==> src/tftwg_pkg.sv <==
`timescale 1ns / 1ps

package tftwg_pkg;

   localparam int FONT_ENTRIES_DEF = 2048;
   localparam int GLYPH_COLS_DEF   = 7;
   localparam int GLYPH_ROWS_DEF   = 8;

   localparam int FONT_IDX_W  = 12;
   localparam int FONT_ADDR_W = 24;

   localparam logic [7:0] CMD_CASET  = 8'h2A;
   localparam logic [7:0] CMD_PASET  = 8'h2B;
   localparam logic [7:0] CMD_RAMWR  = 8'h2C;
   localparam logic [7:0] CMD_MADCTL = 8'h36;

   localparam logic [7:0] MADCTL_ROT0 = 8'h48;
   localparam logic [7:0] MADCTL_ROT1 = 8'h28;
   localparam logic [7:0] MADCTL_ROT2 = 8'h88;
   localparam logic [7:0] MADCTL_ROT3 = 8'hE8;

   typedef enum logic [2:0] {
      OP_FILL = 3'd0,
      OP_CHAR = 3'd1,
      OP_ROT  = 3'd2,
      OP_FONT = 3'd3,
      OP_ADV  = 3'd4
   } op_type;

   typedef enum logic [6:0] {
      PH_IDLE     = 7'b0000001,
      PH_HDR_FILL = 7'b0000010,
      PH_HDR_CHAR = 7'b0000100,
      PH_PIX_FILL = 7'b0001000,
      PH_PIX_CHAR = 7'b0010000,
      PH_ROT_CMD  = 7'b0100000,
      PH_ROT_DATA = 7'b1000000
   } phase_type;

   typedef enum logic [3:0] {
      HS_CASET = 4'd0,
      HS_XS_HI = 4'd1,
      HS_XS_LO = 4'd2,
      HS_XE_HI = 4'd3,
      HS_XE_LO = 4'd4,
      HS_PASET = 4'd5,
      HS_YS_HI = 4'd6,
      HS_YS_LO = 4'd7,
      HS_YE_HI = 4'd8,
      HS_YE_LO = 4'd9,
      HS_RAMWR = 4'd10
   } hdr_step_type;

   typedef struct packed {
      logic [2:0]  op;
      logic [15:0] pos_x;
      logic [15:0] pos_y;
      logic [15:0] width;
      logic [15:0] height;
      logic [15:0] fore_colour;
      logic [15:0] back_colour;
      logic [7:0]  char_code;
      logic [7:0]  rotation;
      logic [10:0] font_index;
      logic [7:0]  font_row;
   } req_item_type;

   typedef struct packed {
      logic [7:0] spi_byte;
      logic       is_data;
      logic       select_release;
      logic       draw_done;
   } rsp_item_type;

   typedef struct packed {
      logic                  en;
      logic [FONT_IDX_W-1:0] index;
      logic [7:0]            data;
   } font_wr_type;

   function automatic logic [7:0] rot_code(input logic [1:0] sel);
      logic [7:0] code;
      case (sel)
         2'd0:    code = MADCTL_ROT0;
         2'd1:    code = MADCTL_ROT1;
         2'd2:    code = MADCTL_ROT2;
         default: code = MADCTL_ROT3;
      endcase
      return code;
   endfunction

endpackage

==> src/tftwg_engine.sv <==
`timescale 1ns / 1ps

module tftwg_engine #(
   parameter int FONT_ENTRIES = tftwg_pkg::FONT_ENTRIES_DEF,
   parameter int GLYPH_COLS   = tftwg_pkg::GLYPH_COLS_DEF,
   parameter int GLYPH_ROWS   = tftwg_pkg::GLYPH_ROWS_DEF
) (
   input  logic                               clock,
   input  logic                               reset,
   input  logic                               fire,
   input  tftwg_pkg::req_item_type            item,
   input  logic [7:0]                         font_bits,
   output logic                               has_result,
   output tftwg_pkg::rsp_item_type            result,
   output tftwg_pkg::font_wr_type             font_wr,
   output logic [tftwg_pkg::FONT_ADDR_W-1:0]  font_rd_addr
);
   import tftwg_pkg::*;

   phase_type    phase_ff, phase_in;
   hdr_step_type step_ff, step_in;
   logic [15:0]  xs_ff, xs_in, xe_ff, xe_in, ys_ff, ys_in, ye_ff, ye_in;
   logic [15:0]  col_ff, col_in, row_ff, row_in;
   logic         low_next_ff, low_next_in;
   logic [31:0]  held_ff, held_in;
   logic [7:0]   glyph_ff, glyph_in;
   logic         loaded_ff, loaded_in;

   logic [15:0]  last_col, last_row, colour, shift;
   logic         pix_on, last_pix;
   logic [7:0]   glyph_map;

   always_ff @(posedge clock) begin
      if (reset) begin
         phase_ff    <= PH_IDLE;
         step_ff     <= HS_CASET;
         xs_ff       <= '0;
         xe_ff       <= '0;
         ys_ff       <= '0;
         ye_ff       <= '0;
         col_ff      <= '0;
         row_ff      <= '0;
         low_next_ff <= 1'b0;
         held_ff     <= '0;
         glyph_ff    <= '0;
         loaded_ff   <= 1'b0;
      end else begin
         phase_ff    <= phase_in;
         step_ff     <= step_in;
         xs_ff       <= xs_in;
         xe_ff       <= xe_in;
         ys_ff       <= ys_in;
         ye_ff       <= ye_in;
         col_ff      <= col_in;
         row_ff      <= row_in;
         low_next_ff <= low_next_in;
         held_ff     <= held_in;
         glyph_ff    <= glyph_in;
         loaded_ff   <= loaded_in;
      end
   end

   assign last_col = xe_ff - xs_ff;
   assign last_row = ye_ff - ys_ff;
   assign last_pix = (col_ff == last_col) && (row_ff == last_row);
   assign shift    = 16'(GLYPH_COLS - 1) - col_ff;
   assign pix_on   = (shift < 16'd8) && font_bits[shift[2:0]];

   always_comb begin
      if (phase_ff == PH_PIX_FILL) begin
         colour = held_ff[31:16];
      end else begin
         colour = pix_on ? held_ff[31:16] : held_ff[15:0];
      end
   end

   always_comb begin
      if (item.char_code inside {[8'd32:8'd63]}) begin
         glyph_map = item.char_code + 8'd64;
      end else if (item.char_code >= 8'd96) begin
         glyph_map = item.char_code - 8'd32;
      end else begin
         glyph_map = item.char_code;
      end
   end

   always_comb begin
      phase_in    = phase_ff;
      step_in     = step_ff;
      xs_in       = xs_ff;
      xe_in       = xe_ff;
      ys_in       = ys_ff;
      ye_in       = ye_ff;
      col_in      = col_ff;
      row_in      = row_ff;
      low_next_in = low_next_ff;
      held_in     = held_ff;
      glyph_in    = glyph_ff;
      loaded_in   = loaded_ff;
      has_result  = 1'b0;
      result      = '0;
      font_wr     = '0;
      if (fire) begin
         case (item.op)
            OP_FILL: begin
               if (phase_ff == PH_IDLE && item.width != '0 && item.height != '0) begin
                  xs_in    = item.pos_x;
                  xe_in    = item.pos_x + item.width - 16'd1;
                  ys_in    = item.pos_y;
                  ye_in    = item.pos_y + item.height - 16'd1;
                  held_in  = {item.fore_colour, 16'h0000};
                  step_in  = HS_CASET;
                  phase_in = PH_HDR_FILL;
               end
            end
            OP_CHAR: begin
               if (phase_ff == PH_IDLE && loaded_ff) begin
                  glyph_in = glyph_map;
                  xs_in    = item.pos_x;
                  xe_in    = item.pos_x + 16'(GLYPH_COLS - 1);
                  ys_in    = item.pos_y;
                  ye_in    = item.pos_y + 16'(GLYPH_ROWS - 1);
                  held_in  = {item.fore_colour, item.back_colour};
                  step_in  = HS_CASET;
                  phase_in = PH_HDR_CHAR;
               end
            end
            OP_ROT: begin
               if (phase_ff == PH_IDLE) begin
                  held_in  = {24'h000000, rot_code(item.rotation[1:0])};
                  phase_in = PH_ROT_CMD;
               end
            end
            OP_FONT: begin
               if (32'(item.font_index) < FONT_ENTRIES) begin
                  font_wr.en    = 1'b1;
                  font_wr.index = FONT_IDX_W'(item.font_index);
                  font_wr.data  = item.font_row;
                  loaded_in     = 1'b1;
               end
            end
            OP_ADV: begin
               case (phase_ff)
                  PH_HDR_FILL, PH_HDR_CHAR: begin
                     has_result     = 1'b1;
                     result.is_data = 1'b1;
                     step_in        = hdr_step_type'(step_ff + 4'd1);
                     case (step_ff)
                        HS_CASET: begin
                           result.spi_byte       = CMD_CASET;
                           result.is_data        = 1'b0;
                           result.select_release = 1'b1;
                        end
                        HS_XS_HI: result.spi_byte = xs_ff[15:8];
                        HS_XS_LO: result.spi_byte = xs_ff[7:0];
                        HS_XE_HI: result.spi_byte = xe_ff[15:8];
                        HS_XE_LO: begin
                           result.spi_byte       = xe_ff[7:0];
                           result.select_release = 1'b1;
                        end
                        HS_PASET: begin
                           result.spi_byte       = CMD_PASET;
                           result.is_data        = 1'b0;
                           result.select_release = 1'b1;
                        end
                        HS_YS_HI: result.spi_byte = ys_ff[15:8];
                        HS_YS_LO: result.spi_byte = ys_ff[7:0];
                        HS_YE_HI: result.spi_byte = ye_ff[15:8];
                        HS_YE_LO: begin
                           result.spi_byte       = ye_ff[7:0];
                           result.select_release = 1'b1;
                        end
                        HS_RAMWR: begin
                           result.spi_byte = CMD_RAMWR;
                           result.is_data  = 1'b0;
                           step_in         = HS_CASET;
                           col_in          = '0;
                           row_in          = '0;
                           low_next_in     = 1'b0;
                           phase_in        = (phase_ff == PH_HDR_FILL) ? PH_PIX_FILL
                                                                       : PH_PIX_CHAR;
                        end
                        default: begin
                           result.spi_byte = ye_ff[7:0];
                           step_in         = HS_CASET;
                           col_in          = '0;
                           row_in          = '0;
                           low_next_in     = 1'b0;
                           phase_in        = (phase_ff == PH_HDR_FILL) ? PH_PIX_FILL
                                                                       : PH_PIX_CHAR;
                        end
                     endcase
                  end
                  PH_PIX_FILL, PH_PIX_CHAR: begin
                     has_result     = 1'b1;
                     result.is_data = 1'b1;
                     if (!low_next_ff) begin
                        result.spi_byte = colour[15:8];
                        low_next_in     = 1'b1;
                     end else begin
                        result.spi_byte = colour[7:0];
                        low_next_in     = 1'b0;
                        if (last_pix) begin
                           result.select_release = 1'b1;
                           result.draw_done      = 1'b1;
                           phase_in              = PH_IDLE;
                           col_in                = '0;
                           row_in                = '0;
                        end else if (col_ff == last_col) begin
                           col_in = '0;
                           row_in = row_ff + 16'd1;
                        end else begin
                           col_in = col_ff + 16'd1;
                        end
                     end
                  end
                  PH_ROT_CMD: begin
                     has_result            = 1'b1;
                     result.spi_byte       = CMD_MADCTL;
                     result.select_release = 1'b1;
                     phase_in              = PH_ROT_DATA;
                  end
                  PH_ROT_DATA: begin
                     has_result            = 1'b1;
                     result.spi_byte       = held_ff[7:0];
                     result.is_data        = 1'b1;
                     result.select_release = 1'b1;
                     result.draw_done      = 1'b1;
                     phase_in              = PH_IDLE;
                  end
                  default: begin
                     has_result = 1'b0;
                  end
               endcase
            end
            default: begin
               has_result = 1'b0;
            end
         endcase
      end
   end

   // font row for the state of the next cycle, so the read data lines up
   always_comb begin
      if (reset) begin
         font_rd_addr = '0;
      end else begin
         font_rd_addr = FONT_ADDR_W'(glyph_in) * FONT_ADDR_W'(GLYPH_ROWS)
                        + FONT_ADDR_W'(row_in);
      end
   end

endmodule

==> config.mk <==
export PLATFORM = sky130hd
export DESIGN_NAME = tftwg_engine
export DESIGN_NICKNAME = d
export VERILOG_FILES = /design/src/tftwg_pkg.sv /design/src/tftwg_engine.sv
export SDC_FILE = /design/constraint.sdc
export NUM_CORES = 1
export LEC_CHECK = 0
export BUFFER_PORTS_ARGS = -buffer_cell sky130_fd_sc_hd__buf_2
export CAP_MARGIN = 25
export CELL_PAD_IN_SITES_DETAIL_PLACEMENT = 0
export CELL_PAD_IN_SITES_GLOBAL_PLACEMENT = 1
export CORE_UTILIZATION = 43
export CTS_BUF_LIST = sky130_fd_sc_hd__clkbuf_2
export DETAILED_ROUTE_END_ITERATION = 10
export PLACE_DENSITY = 0.87
export SLEW_MARGIN = 5
export SYNTH_ARGS = -nofsm -noshare
export SYNTH_HDL_FRONTEND = slang
export SYNTH_SLANG_ARGS = --single-unit
==> constraint.sdc <==
create_clock -name clock -period 7.95 [get_ports clock]
set_clock_uncertainty 0.1 [all_clocks]
set_input_delay 1.59 -clock clock [delete_from_list [all_inputs] [get_ports clock]]
set_output_delay 1.59 -clock clock [all_outputs]
set_load 0.1 [all_outputs]
==> impl_results.md, run 1 <==
- Min Tclk post-route: 7.96 ns
- Pint: 1.21 mW
- Setup Viol. Count Final: 2
- Most frequent cells in the layout: nand2_1, buf_2, inv_1, nor2_1, a21oi_1
- Logic pwr share: 38.4%
- Root buffer cell: clkbuf_2
- Worst VDD drop: 86.5 µV
- Register area share after synthesis: 22.3%
- Fillers: 3062
- DRC: 0
- WP data arrival: 6.27 ns
- Gr ovfl total: 0
- Slowest cell on crit path: dfxtp_2
- Fin. max-slew vios: 0
- Power Density: 122 nW/µm²
- Largest net degree at the start of global routing: 94
- Post-layout util: 52.1%
- First-pass GRT wire length: 66500 µm
- Post-route antenna net violation count: 0
- Reg power frac: 40.4%
- Fraction of registers with async set/reset: 0%
- Worst-Skew Late Latency: 0.80 ns
- Crit-path max cell delay: 0.40 ns
- Sink Count: 149
- Synth Warn #: 0
- IO Port Bufs: 187
- Maximum clock frequency: 126 MHz
- Fraction of layout instances using a drive strength above 1: 22.1%
- Failing checks: setup timing
- Fin worst setup slack: -0.0145 ns
- Net Switching: 0.728 mW
- Worst-Margin Slew: 1.02 ns
- Area Growth Syn to Fin: 19.0%
- Worst endpoint required time: 6.26 ns
- Clock power frac: 21.2%
- First DRT Iteration DRCs: 1177
- Top Ports: 202
- Antenna violations before repair: 1
- Netlist cell types: 89
- CTS tree: yes
- Final Hold Fails: 0
- Fin crit share: 100%
- Die ar.: 31800 µm²
- Cell count after synthesis: 1845
- CORE AREA: 30600 µm²
- Maximum clock insertion buffer count: 2
- Dpl hpwl: 31900 µm
- CP Class: reg -> out
- DR WL/cell: 17.1 µm
- Worst Hold Margin: 0.367 ns
- Slew Limit Headroom: 31.9%
- LEAKAGE: 6.91 nW
- Most common cell after layout, fill and taps aside: nand2_1
- Global Route Usage Sum: 26.4%
- Switching portion of total power: 37.5%
- DRT Pass-1 Iters: 9
- CP top delay family: compound AO/OA/AOI/OAI gates
- Ys flop type: dfxtp_1
- Clock-pin slew on the worst setup and hold paths: 0.27 ns
- Status: complete, but fails checks
- CP endpoint kind: primary output
- Vias in the first global route: 12700
- Die width: 178 µm
- HP Class: reg -> reg
- CP startpoint kind: register
- H-Tree Depth: 4
- Vias: 13800
- Die Y: 178 µm
- Tot Pwr: 1.94 mW
- Initial core utilization: 43.7%
- Nets: 2321
- CTS Buf Count: 17
- GP Congestion: 0.947
- Crit path max fanout: 5
- Max cap viols: 0
- Synthesized flop and latch total: 149
- Syn avg cell area: 7.25 µm²
- CP bufs+invs: 6
- Post-Syn Area: 13400 µm²
- EDFF count, synth: 0
- Final WL: 42300 µm
- Vias/cell: 5.61
- RSZ-0062 raised after global routing: true
- Std-Cell Rows: 64
[routing by layer]
| metal | vias up | wire length [µm] | track usage [%] |
|---|---|---|---|
| met5 | - | 0 | 0 |
| met4 | 0 | 1240 | 9.15 |
| met3 | 89 | 2270 | 3.47 |
| met2 | 480 | 19100 | 42.0 |
| met1 | 6368 | 19700 | 36.2 |
| li1 | 6908 | - | - |
[worst paths after layout]
| check | from | end | cells past startpoint | slack, ns |
|---|---|---|---|---|
| max | xe_ff[1] | font_rd_addr[13] | 30 | -0.01 |
| min | held_ff[19] | held_ff[19] | 2 | 0.37 |
| max reg2reg | xe_ff[1] | col_ff[3] | 53 | 0.30 |
| min reg2reg | held_ff[19] | held_ff[19] | 2 | 0.37 |
[power by group through the flow]
stage / Clock, mW / Combinational, mW / Sequential [mW]
after floorplan: 0 / 0.463 / 0.789
after global routing: 0.452 / 0.820 / 0.785
after detailed placement: 0 / 0.619 / 0.797
after global placement: 0 / 0.615 / 0.796
after CTS: 0.420 / 0.713 / 0.782
final: 0.410 / 0.744 / 0.783
[worst reg2reg max path, delay by kind of cell (launching register included)]
| family | cells | cell delay, ns |
|---|---|---|
| DFF | 1 | 0.40 |
| buffers and inverters | 43 | 5.43 |
| AOI/OAI and AO/OA | 2 | 0.33 |
| adders and majority gates | 1 | 0.21 |
| and+or+nand+nor | 7 | 1.04 |
[synth_stat cells, drive strengths merged (9+ instances only)]
cell / number / share of area, %
a211oi: 27 / 1.7
a21o: 22 / 1.2
a21oi: 155 / 5.8
a221oi: 12 / 0.79
a22oi: 32 / 1.8
a31oi: 17 / 0.84
and2: 45 / 2.1
and3: 28 / 1.3
buf: 24 / 1.1
clkbuf: 84 / 2.4
dfxtp: 149 / 22
ha: 113 / 11
inv: 181 / 5.1
mux2: 16 / 1.4
mux2i: 15 / 1.1
nand2: 198 / 5.6
nand2b: 12 / 0.56
nand3: 65 / 2.4
nand4: 31 / 1.5
nor2: 173 / 4.9
nor2b: 10 / 0.47
nor3: 48 / 1.8
nor4: 21 / 1.1
o211ai: 17 / 0.95
o21a: 16 / 0.90
o21ai: 77 / 2.9
or2: 13 / 0.61
or3: 9 / 0.42
xnor2: 90 / 5.9
xor2: 23 / 1.6
[cells by family after synthesis]
family | synth area share (%)
buffers and inverters | 8.49
other | 0.0280
AO/OA/AOI/OAI | 22.7
flip-flops | 22.3
multiplexers | 3.51
adder cells (fa/ha/maj) | 11.3
XOR/XNOR | 7.45
AND/OR/NAND/NOR | 24.3
[state kept, by name (all words and copies together) (netlist names)]
| name | count |
|---|---|
| held_ff | 32 |
| xe_ff | 16 |
| step_ff | 4 |
| row_ff | 16 |
| low_next_ff | 1 |
| ys_ff | 16 |
| col_ff | 16 |
| ye_ff | 16 |
| xs_ff | 16 |
| loaded_ff | 1 |
| phase_ff | 7 |
| glyph_ff | 8 |
[through the flow]
stage	setup slack [ns]	cells	setup TNS [ns]	cell area [µm²]
CTS	0.00457	2462	0	15700
finish	-0.0145	2469	-0.0273	15900
detailed placement	0.398	2371	0	14800
global placement	0.414	2371	0	14800
floorplan	0.238	1852	0	13400
global route	-0.337	2469	-0.843	15900
[layout make-up]
cell class | count | area [µm²] | share of cell area, %
timing repair buffer | 295 | 1850 | 11.6
sequential | 149 | 3010 | 18.9
clock inverter | 14 | 113 | 0.707
inverter | 181 | 679 | 4.27
antenna | 2 | 5.00 | 0.0314
clock buffer | 18 | 90.1 | 0.566
multi-input combinational | 1414 | 9690 | 60.8
tap | 396 | 495 | 3.11
[timing repair]
item / 4_1_cts / 5_1_grt
hold buffers: 0 / 0
resized for setup: 79 / 37
pin swaps: 36 / 26
setup endpoints to repair: 6 / 13
setup buffers: 59 / 11
Note: power is estimated with default switching activity, not from simulation.
==> inputs of run 2 (changes only) <==
SKIP_CTS_REPAIR_TIMING = 1   (was unset)
==> run 2 against run 1 <==
Compared with the run above: the flow now finishes without violations; register-to-register slack improved by 3.4 ns; largest cell class unchanged; global-route usage fell by 1.2 points; critical endpoint unchanged; via count fell by 2.5%.
==> impl_results.md, run 2 (synthesized netlist as in run 1, its figures left out) <==
- Status: finished, final reports clean
- WP data arrival: 6.19 ns (-0.08 ns)
- Most common cell after layout, fill and taps aside: nand2_1
- Die Y: 178 µm (unchanged)
- Vias in the first global route: 12300 (-3.8%)
- H-Tree Depth: 4 (unchanged)
- Max reg flops: 32 (unchanged)
- Max cap viols: 0 (unchanged)
- Slew Limit Headroom: 29.8% (-2.1 points)
- CP startpoint kind: register
- Clock power frac: 22.3% (+1.1 points)
- Largest net degree at the start of global routing: 94 (unchanged)
- DR WL/cell: 16.8 µm (-1.6%)
- Gr ovfl total: 0 (unchanged)
- Fin worst setup slack: 0.0722 ns (+0.0867 ns)
- Worst VDD drop: 84.5 µV (-2.3%)
- Nets: 2266 (-2.4%)
- Fraction of layout instances using a drive strength above 1: 18.6% (-3.5 points)
- CTS Buf Count: 17 (unchanged)
- Sink Count: 149 (unchanged)
- Vias/cell: 5.59 (-0.25%)
- Final WL: 40600 µm (-3.9%)
- Reg power frac: 42.4% (+2.0 points)
- First DRT Iteration DRCs: 1086 (-7.7%)
- Vias: 13500 (-2.5%)
- Std-Cell Rows: 64 (unchanged)
- Post-layout util: 50.2% (-1.9 points)
- Number of placed cells counting well taps: 2371 (unchanged)
- Maximum clock frequency: 127 MHz (+1.1%)
- TNS Setup: 0 ns (+0.0273 ns)
- Die ar.: 31800 µm² (unchanged)
- Worst endpoint required time: 6.26 ns (about the same)
- Post-route antenna net violation count: 0 (unchanged)
- DRC: 0 (unchanged)
- LEAKAGE: 6.60 nW (-4.4%)
- Net Switching: 0.697 mW (-4.2%)
- Power Density: 120 nW/µm² (-0.96%)
- CTS tree: yes
- Initial core utilization: 43.7% (unchanged)
- Final Hold Fails: 0 (unchanged)
- Crit-path max cell delay: 0.50 ns (+0.10 ns)
- Switching portion of total power: 37.7% (+0.16 points)
- Root buffer cell: clkbuf_2
- Placed cell areas: 14800 µm² (unchanged)
- Design area: 15300 µm² (-3.6%)
- Antenna violations before repair: 1 (unchanged)
- CP Class: reg -> out
- Fin crit share: 99.1% (-1.1 points)
- Die width: 178 µm (unchanged)
- Fillers: 3136 (+2.4%)
- Pint: 1.15 mW (-4.8%)
- HP Class: reg -> reg
- Area Growth Syn to Fin: 14.7%
- Top Ports: 202 (unchanged)
- Min Tclk post-route: 7.88 ns (-0.0867 ns)
- Dpl hpwl: 31900 µm (unchanged)
- Worst-Margin Slew: 1.05 ns (+0.0319 ns)
- Worst Hold Margin: 0.367 ns (-0.000187 ns)
- Global Route Usage Sum: 25.2% (-1.2 points)
- Maximum clock insertion buffer count: 2 (unchanged)
- CP endpoint kind: primary output
- Final non-filler cell total: 2413 (-2.3%)
- FF-to-FF setup slack: 3.66 ns (+3.36 ns)
- Fin. max-slew vios: 0 (unchanged)
- RSZ-0062 raised after global routing: true
- Clock-pin slew on the worst setup and hold paths: 0.22 ns (-0.05 ns)
- Pre-CTS WS: 0.398 ns (unchanged)
- DRT Pass-1 Iters: 5 (-4)
- Worst-Skew Late Latency: 0.79 ns (about the same)
- Logic pwr share: 35.4% (-3.0 points)
- Crit path max fanout: 5 (unchanged)
- Tot Pwr: 1.85 mW (-4.6%)
- First-pass GRT wire length: 63600 µm (-4.3%)
- Setup Viol. Count Final: 0 (-2)
- GP Congestion: 0.947 (unchanged)
- Biggest register: held_ff
- IO Port Bufs: 187 (unchanged)
- Most frequent cells in the layout: nand2_1, buf_2, inv_1, nor2_1, a21oi_1
- Slowest cell on crit path: dfxtp_1
- CORE AREA: 30600 µm² (unchanged)
==> run 2: cell types whose count changed in the layout (fill, tap and decap cells not counted), moves of 5 or more <==
cell / change
nand2_1: +5
xnor2_1: +5
dfxtp_2: -8
buf_4: -51
dfxtp_1: +9
==> run 2: area by class of cell <==
class                   count  area, µm²  area share, %
repair buffers            240       1420           9.24
clock inverters            14        113          0.734
well taps                 396        495           3.23
flip-flops and latches    149       3000           19.5
multi-input cells        1414       9550           62.2
diodes                      1       2.50         0.0163
clock buffers              18       90.1          0.587
inverters                 181        679           4.43
==> run 2: critical path: cells and delay by family, from the launching register on <==
kind / cells / cell delay, ns
AOI/OAI and AO/OA: 11 / 1.81
and+or+nand+nor: 10 / 1.58
buffers and inverters: 5 / 0.85
adders and majority gates: 2 / 0.68
DFF: 1 / 0.50
==> run 2: path summary, 6_finish.rpt <==
check	startpoint	endpoint	depth (start not counted)
setup reg to reg	xe_ff[2]	phase_ff[2]	16
hold / removal	held_ff[20]	held_ff[20]	2
hold reg to reg	held_ff[20]	held_ff[20]	2
setup / recovery	xe_ff[2]	font_rd_addr[13]	28
==> run 2: power groups by stage <==
| stage | logic (mW) | clock network, mW | registers (mW) |
|---|---|---|---|
| final | 0.654 | 0.412 | 0.783 |
| after global routing | 0.727 | 0.453 | 0.786 |
| after CTS | 0.623 | 0.420 | 0.782 |
| after detailed placement | 0.619 | 0 | 0.797 |
| after global placement | 0.615 | 0 | 0.796 |
| after floorplan | 0.463 | 0 | 0.789 |
==> run 2: metal layers <==
layer	global-route usage, %	wire [µm]	share of wire (%)	vias to the layer above
li1	-	-	-	6795
met1	35.3	19300	48	6229
met2	39.8	18300	45	413
met3	3.15	2000	4.9	60
met4	7.98	1030	2.5	0
met5	0	0	0	-
